<file path="config.mk">
export PLATFORM = sky130hd
export DESIGN_NAME = sacl_scan
export DESIGN_NICKNAME = d
export VERILOG_FILES = /design/src/rtl/sacl_pkg.sv /design/src/rtl/sacl_scan.sv
export SDC_FILE = /design/constraint.sdc
export NUM_CORES = 1
export LEC_CHECK = 0
export ABC_CLOCK_PERIOD_IN_PS = 8029
export BUFFER_PORTS_ARGS = -buffer_cell sky130_fd_sc_hd__buf_4
export CORE_MARGIN = 4
export CORE_UTILIZATION = 45
export DETAILED_ROUTE_END_ITERATION = 12
export PLACE_DENSITY = 0.71
export SLEW_MARGIN = 5
export SYNTH_ARGS = -nofsm -noshare
export SYNTH_HDL_FRONTEND = slang
export SYNTH_SLANG_ARGS = --single-unit
</file>
<file path="constraint.sdc">
create_clock -name clk -period 8.03 [get_ports clk]
set_clock_uncertainty 0.15 [all_clocks]
set_input_delay 0.803 -clock clk [delete_from_list [all_inputs] [get_ports clk]]
set_output_delay 0.803 -clock clk [all_outputs]
set_load 0.005 [all_outputs]
</file>
<file path="src/rtl/sacl_pkg.sv">
// Shared constants and types for the set-associative LRU cache model.
package sacl_pkg;

	localparam int MAX_SET_BITS = 8;
	localparam int MAX_WAYS     = 8;
	localparam int WAY_W        = $clog2(MAX_WAYS);
	localparam int SET_W        = MAX_SET_BITS;
	localparam int LINE_W       = SET_W + WAY_W;
	localparam int SETS         = 1 << MAX_SET_BITS;
	localparam int LINES        = SETS * MAX_WAYS;
	localparam int ADDR_W       = 64;
	localparam int TAG_W        = 62;
	localparam int STAMP_W      = 64;
	localparam int CNT_W        = 32;
	localparam int SB_W         = 4;
	localparam int OB_W         = 6;
	localparam int NW_W         = WAY_W + 1;
	localparam int MAX_OB       = 32;
	localparam int CFG_IDX_W    = 2;
	localparam int CFG_DATA_W   = 8;

	// Configuration register indexes.
	localparam logic [CFG_IDX_W-1:0] REG_SET_BITS    = 2'd0;
	localparam logic [CFG_IDX_W-1:0] REG_OFFSET_BITS = 2'd1;
	localparam logic [CFG_IDX_W-1:0] REG_WAYS_IN_USE = 2'd2;

	// Line update issued by the sequencer to the line store.
	typedef struct packed {
		logic                we;
		logic                tag_we;
		logic [SET_W-1:0]    set;
		logic [WAY_W-1:0]    way;
		logic [TAG_W-1:0]    tag;
		logic [STAMP_W-1:0]  stamp;
		logic [MAX_WAYS-1:0] row;
	} store_wr_t;

	// Status of the way scan returned to the sequencer.
	typedef struct packed {
		logic             hit_now;
		logic             found;
		logic             evict;
		logic [WAY_W-1:0] way;
	} scan_res_t;

endpackage

</file>
<file path="src/rtl/sacl_scan.sv">
// Way scan unit: one tag compare and one stamp compare, applied to one way per step.
module sacl_scan (
	input  logic                          clk,
	input  logic                          arst_n,
	input  logic                          start,
	input  logic                          step,
	input  logic [sacl_pkg::WAY_W-1:0]    way,
	input  logic                          line_valid,
	input  logic [sacl_pkg::TAG_W-1:0]    tag_rd,
	input  logic [sacl_pkg::TAG_W-1:0]    tag_ref,
	input  logic [sacl_pkg::STAMP_W-1:0]  stamp_rd,
	output sacl_pkg::scan_res_t           res
);

	logic                          found_q;
	logic                          free_q;
	logic [sacl_pkg::WAY_W-1:0]    hit_way_q;
	logic [sacl_pkg::WAY_W-1:0]    free_way_q;
	logic [sacl_pkg::WAY_W-1:0]    best_way_q;
	logic [sacl_pkg::STAMP_W-1:0]  best_q;
	logic                          hit_now;
	logic                          older;

	assign hit_now = step && line_valid && (tag_rd == tag_ref);
	assign older   = (way == '0) || (stamp_rd < best_q);

	// Hit and free-way flags.
	always_ff @(posedge clk or negedge arst_n) begin
		if (!arst_n) begin
			found_q <= 1'b0;
			free_q  <= 1'b0;
		end else if (start) begin
			found_q <= 1'b0;
			free_q  <= 1'b0;
		end else if (step) begin
			if (hit_now) begin
				found_q <= 1'b1;
			end else if (!line_valid) begin
				free_q <= 1'b1;
			end
		end
	end

	// Way numbers and the oldest stamp seen so far; the last invalid way wins.
	always_ff @(posedge clk) begin
		if (step) begin
			if (hit_now) begin
				hit_way_q <= way;
			end else begin
				if (!line_valid) begin
					free_way_q <= way;
				end
				if (older) begin
					best_q     <= stamp_rd;
					best_way_q <= way;
				end
			end
		end
	end

	assign res.hit_now = hit_now;
	assign res.found   = found_q;
	assign res.evict   = !found_q && !free_q;
	assign res.way     = found_q ? hit_way_q : (free_q ? free_way_q : best_way_q);

endmodule

</file>
Yosys cells after proc, flatten, opt, wreduce, memory -nomap -nowiden
Cells that the tools add are included.
Widths: inputs -> output; s select.
{"block": "totals", "inputBits": 196, "output_inout_bits": 6, "wordCells": 35, "ff_bits": 75}
{"block": "op_classes", "magnitude_cmp": 1, "n_eq_ne": 3, "bitwise_logic": 2, "muxes": 9, "reduce_logical": 14}
{"operator": "$lt 64x64->1", "count": 1}
{"operator": "$eq 62x62->1", "count": 1}
{"operator": "$reduce_and 3->1", "count": 3}
{"operator": "$mux 1", "count": 7}
{"operator": "$mux 3", "count": 2}
{"operator": "$ne 2x2->1 const B", "count": 2}
{"operator": "$reduce_and 2->1", "count": 2}
{"operator": "$reduce_bool 2->1", "count": 2}
{"operator": "$logic_and 1x1->1", "count": 3}
{"operator": "$logic_not 3->1", "count": 1}
{"operator": "$logic_not 1->1", "count": 2}
{"operator": "$not 1->1", "count": 2}
{"operator": "$logic_or 1x1->1", "count": 1}

Logic depth before layout (Yosys ltp)
{"block": "logic_depth", "depth_word": 5, "mapped_depth": 8, "mapped_depth_nobuf": 8}

Worst setup path before layout
Ideal clock, no wire load.
{"block": "synth_path", "path_type": "input-to-reg", "start": "in stamp_rd[30] (netlist bit)", "end": "reg best_q[0] (netlist bit) (enable)", "slack_ns": 0.903, "arrival_time_ns": 6.402, "setup_time_ns": 0.575, "stages": 7, "cell_sequence": "ha_1 -> a21oi_1 -> nand2_1 -> a221o_1 -> nor3_1 -> o2bb2ai_1 -> nor3_1"}
{"block": "synth_between", "elab_chain_len": 3}
{"item": "start, declared", "line_no": "sacl_scan.sv:11", "source": "input logic [sacl_pkg::STAMP_W-1:0] stamp_rd,"}
{"item": "$lt 64x64->1", "line_no": "sacl_scan.sv:25", "source": "assign older = (way == '0) || (stamp_rd < best_q);"}
{"item": "$logic_or 1x1->1", "line_no": "sacl_scan.sv:25"}
{"item": "$reduce_and 3->1 (no line)"}
{"item": "end signal, assigned", "line_no": "sacl_scan.sv:54", "source": "best_q <= stamp_rd;"}
{"item": "end, declared", "line_no": "sacl_scan.sv:20", "source": "logic [sacl_pkg::STAMP_W-1:0] best_q;"}
Every way passes these cells.
A chain may end at the register's enable or synchronous reset.

==> qor.txt <==
Avg WL per Cell = 16.9 um
most frequent cells after synthesis = edfxtp_1 (73), inv_1 (71), ha_1 (63)
Post-synth EDFFs = 73
final net count = 950
synthesis-to-layout area growth = 37.4%
CP max-delay cell = a2111oi_0
DR vias = 4333
worst ir drop on vdd = 0.117 mV
post-place setup slack = 4.47 ns
CTS max path bufs = 2
status = completed
drt first pass iters = 6
P per Cell Area = 147 nW/um^2
Mapped Avg Cell Area = 10.5 sq um
most frequent cell after synthesis = edfxtp_1
CTS root buf = clkbuf_8
synthesized cell area = 5050 sq um
Cell Chain, Critical Path = buf_4 > nor2b_1 > a2111oi_0 > nand4_1 > nor4_1 > and4_1 > buf_4
syn_nets = 739
Die ar. = 13000 sq um
Final Cycle Share = 44.0%
Inst Count DP = 820
Final Slew Violations = 0
diode count = 0
via-per-instance ratio = 5.18
final worst slack = 4.50 ns
Sink Count = 75
Critical Path Fanout Max = 2
max incr delay on CP = 0.58 ns
largest net degree at the start of global routing = 47
FF-to-FF path depth = 9
Post-synth ARST share = 2.67%
Crit. End Element = output pin
Top FF cell, synth = edfxtp_1
CTS Hold Bufs = 0
vias in the first global route = 4685
Initial Utilization = 46.4%
Filler cells = 912
Leak = 3.17 nW
Crit path buffers/inverters = 2
DIE HEIGHT = 114 um
H-tree levels = 3
post-DP HPWL = 12.4 mm
largest area contributor in the netlist = edfxtp_1
die width = 114 um
Reg clk slew, reported paths = 0.08 ns
flop2flop setup slack = 5.11 ns
Max-Cap Viols = 0
GRT Overall Usage = 21.5%
first-pass GRT wire length = 22.1 mm
share of cells above drive strength 1 = 32.2%
Post-CTS Setup Bufs = 0
Final setup viols = 0
most used cell, CP = buf_4
Max Fclk = 283 MHz
CTS resizes = 0
CP top delay family = simple AND/OR/NAND/NOR gates
Design Power = 1.02 mW
Worst EP arrival = 2.58 ns
DR iter-0 viols = 182
final hold slack = 0.0748 ns
library cells used by synthesis = 43
fin crit period = 3.53 ns
setup tns final = 0 ns
residual DRC count = 0
CTS tree = built
Worst Hold Class = input pin to async pin
initial antenna violation count = 0
Core Box Area = 10900 sq um
top post-synthesis cells by area = edfxtp_1 (43%), ha_1 (16%), inv_1 (5.3%), nor2b_1 (4.3%), xor2_1 (3.6%)
gr ovfl total = 0
Port Buffer Count = 201
Post-Synthesis Cells = 480
Crit path depth = 7
Detailed Route WL = 14.1 mm
GPL Wtd Cong = 0.914
measured slew at the worst slew-check pin = 0.644 ns
startpoint types = input pin
Num CTS Buffers = 9
post-synthesis sequential area ratio = 44.4%
Rel. slew slack = 55.9%
critical path class = input pin to output pin
Final Hold Vio Count = 0
post-synth top area share = 43.4%
critical path required time = 7.08 ns
non-filler cells, final = 836
row cnt = 38
FF+latch count, synth = 75
IO Pins = 202
Detail Route Antenna Nets = 0
Worst-Skew Late Latency = 0.34 ns
RSZ-0062 raised after global routing = no
YS warnings = 0
-- state kept, by name, indices dropped and copies added (netlist names) --
register / flops
best_q: 64
best_way_q: 3
free_q: 1
free_way_q: 3
hit_way_q: 3
found_q: 1
-- logic make-up after synthesis --
family,after synthesis,synth area share [%]
muxes,3,0.595
adders and majority gates,63,15.6
and+or+nand+nor,157,18.2
buffers and inverters,74,5.65
xor gates and xnor gates,39,6.76
AOI/OAI and AO/OA,69,8.75
DFF,75,44.4
-- layout by cell type (no fill, tap or decap), drive strengths merged, types with 2 or more instances in the layout --
| cell type | n |
|---|---|
| a2111oi | 7 |
| a211oi | 5 |
| a21o | 5 |
| a21oi | 24 |
| a221oi | 2 |
| a22oi | 2 |
| and4 | 4 |
| buf | 203 |
| clkbuf | 11 |
| clkinvlp | 3 |
| dfrtp | 2 |
| edfxtp | 73 |
| ha | 63 |
| inv | 72 |
| mux2i | 3 |
| nand2 | 23 |
| nand2b | 12 |
| nand3 | 5 |
| nand4 | 24 |
| nand4b | 2 |
| nor2 | 11 |
| nor2b | 35 |
| nor3 | 10 |
| nor4 | 14 |
| o21ai | 15 |
| or3 | 2 |
| or3b | 2 |
| or4 | 8 |
| xnor2 | 18 |
| xor2 | 21 |
-- area by class of cell --
class	instances	area (sq um)	share of cell area (%)
multi-input combinational	331	2530	36.4
timing repair buffer	203	1520	22.0
tap	140	175	2.52
clock inverter	5	61.3	0.884
sequential	75	2240	32.3
inverter	71	267	3.84
clock buffer	11	141	2.04
-- layer usage --
layer | up-vias | track usage, % | routed length [um]
met2 | 147 | 37.9 | 7240
met3 | 18 | 5.99 | 930
li1 | 2180 | - | -
met4 | 0 | 5.15 | 223
met5 | - | 0 | 0
met1 | 1988 | 25.9 | 5700
-- path summary, 6_finish.rpt --
check                            from          to
max reg2reg                best_q[60]  best_q[62]
min                            arst_n     found_q
max in group asynchronous      arst_n      free_q
min reg2reg                    free_q      free_q
min in group clk                start      free_q
max                         tag_rd[9]      res[5]
-- worst register-to-register path: cells and delay by family, from the launching register on --
| family | cells | cell delay [ns] |
|---|---|---|
| AO/OA/AOI/OAI | 1 | 0.23 |
| adder cells (fa/ha/maj) | 1 | 0.28 |
| buffers and inverters | 2 | 0.36 |
| flip-flops | 1 | 0.34 |
| AND/OR/NAND/NOR | 5 | 1.23 |
-- report_power, final --
part / internal, mW / switching, mW / leakage (nW)
clock: 0.153 / 0.142 / 0.0922
combinational: 0.130 / 0.120 / 2.36
sequential: 0.467 / 0.00808 / 0.723
total: 0.751 / 0.270 / 3.17
-- stage by stage --
| step | cell area (sq um) | utilization, % |
|---|---|---|
| after floorplan | 5050 | - |
| after global placement | 6740 | 61.9 |
| after detailed placement | 6740 | 61.9 |
| after CTS | 6940 | 63.7 |
| after global routing | 6940 | 63.7 |
| final | 6940 | 63.7 |
No activity file was read; power rests on OpenSTA's default activity.
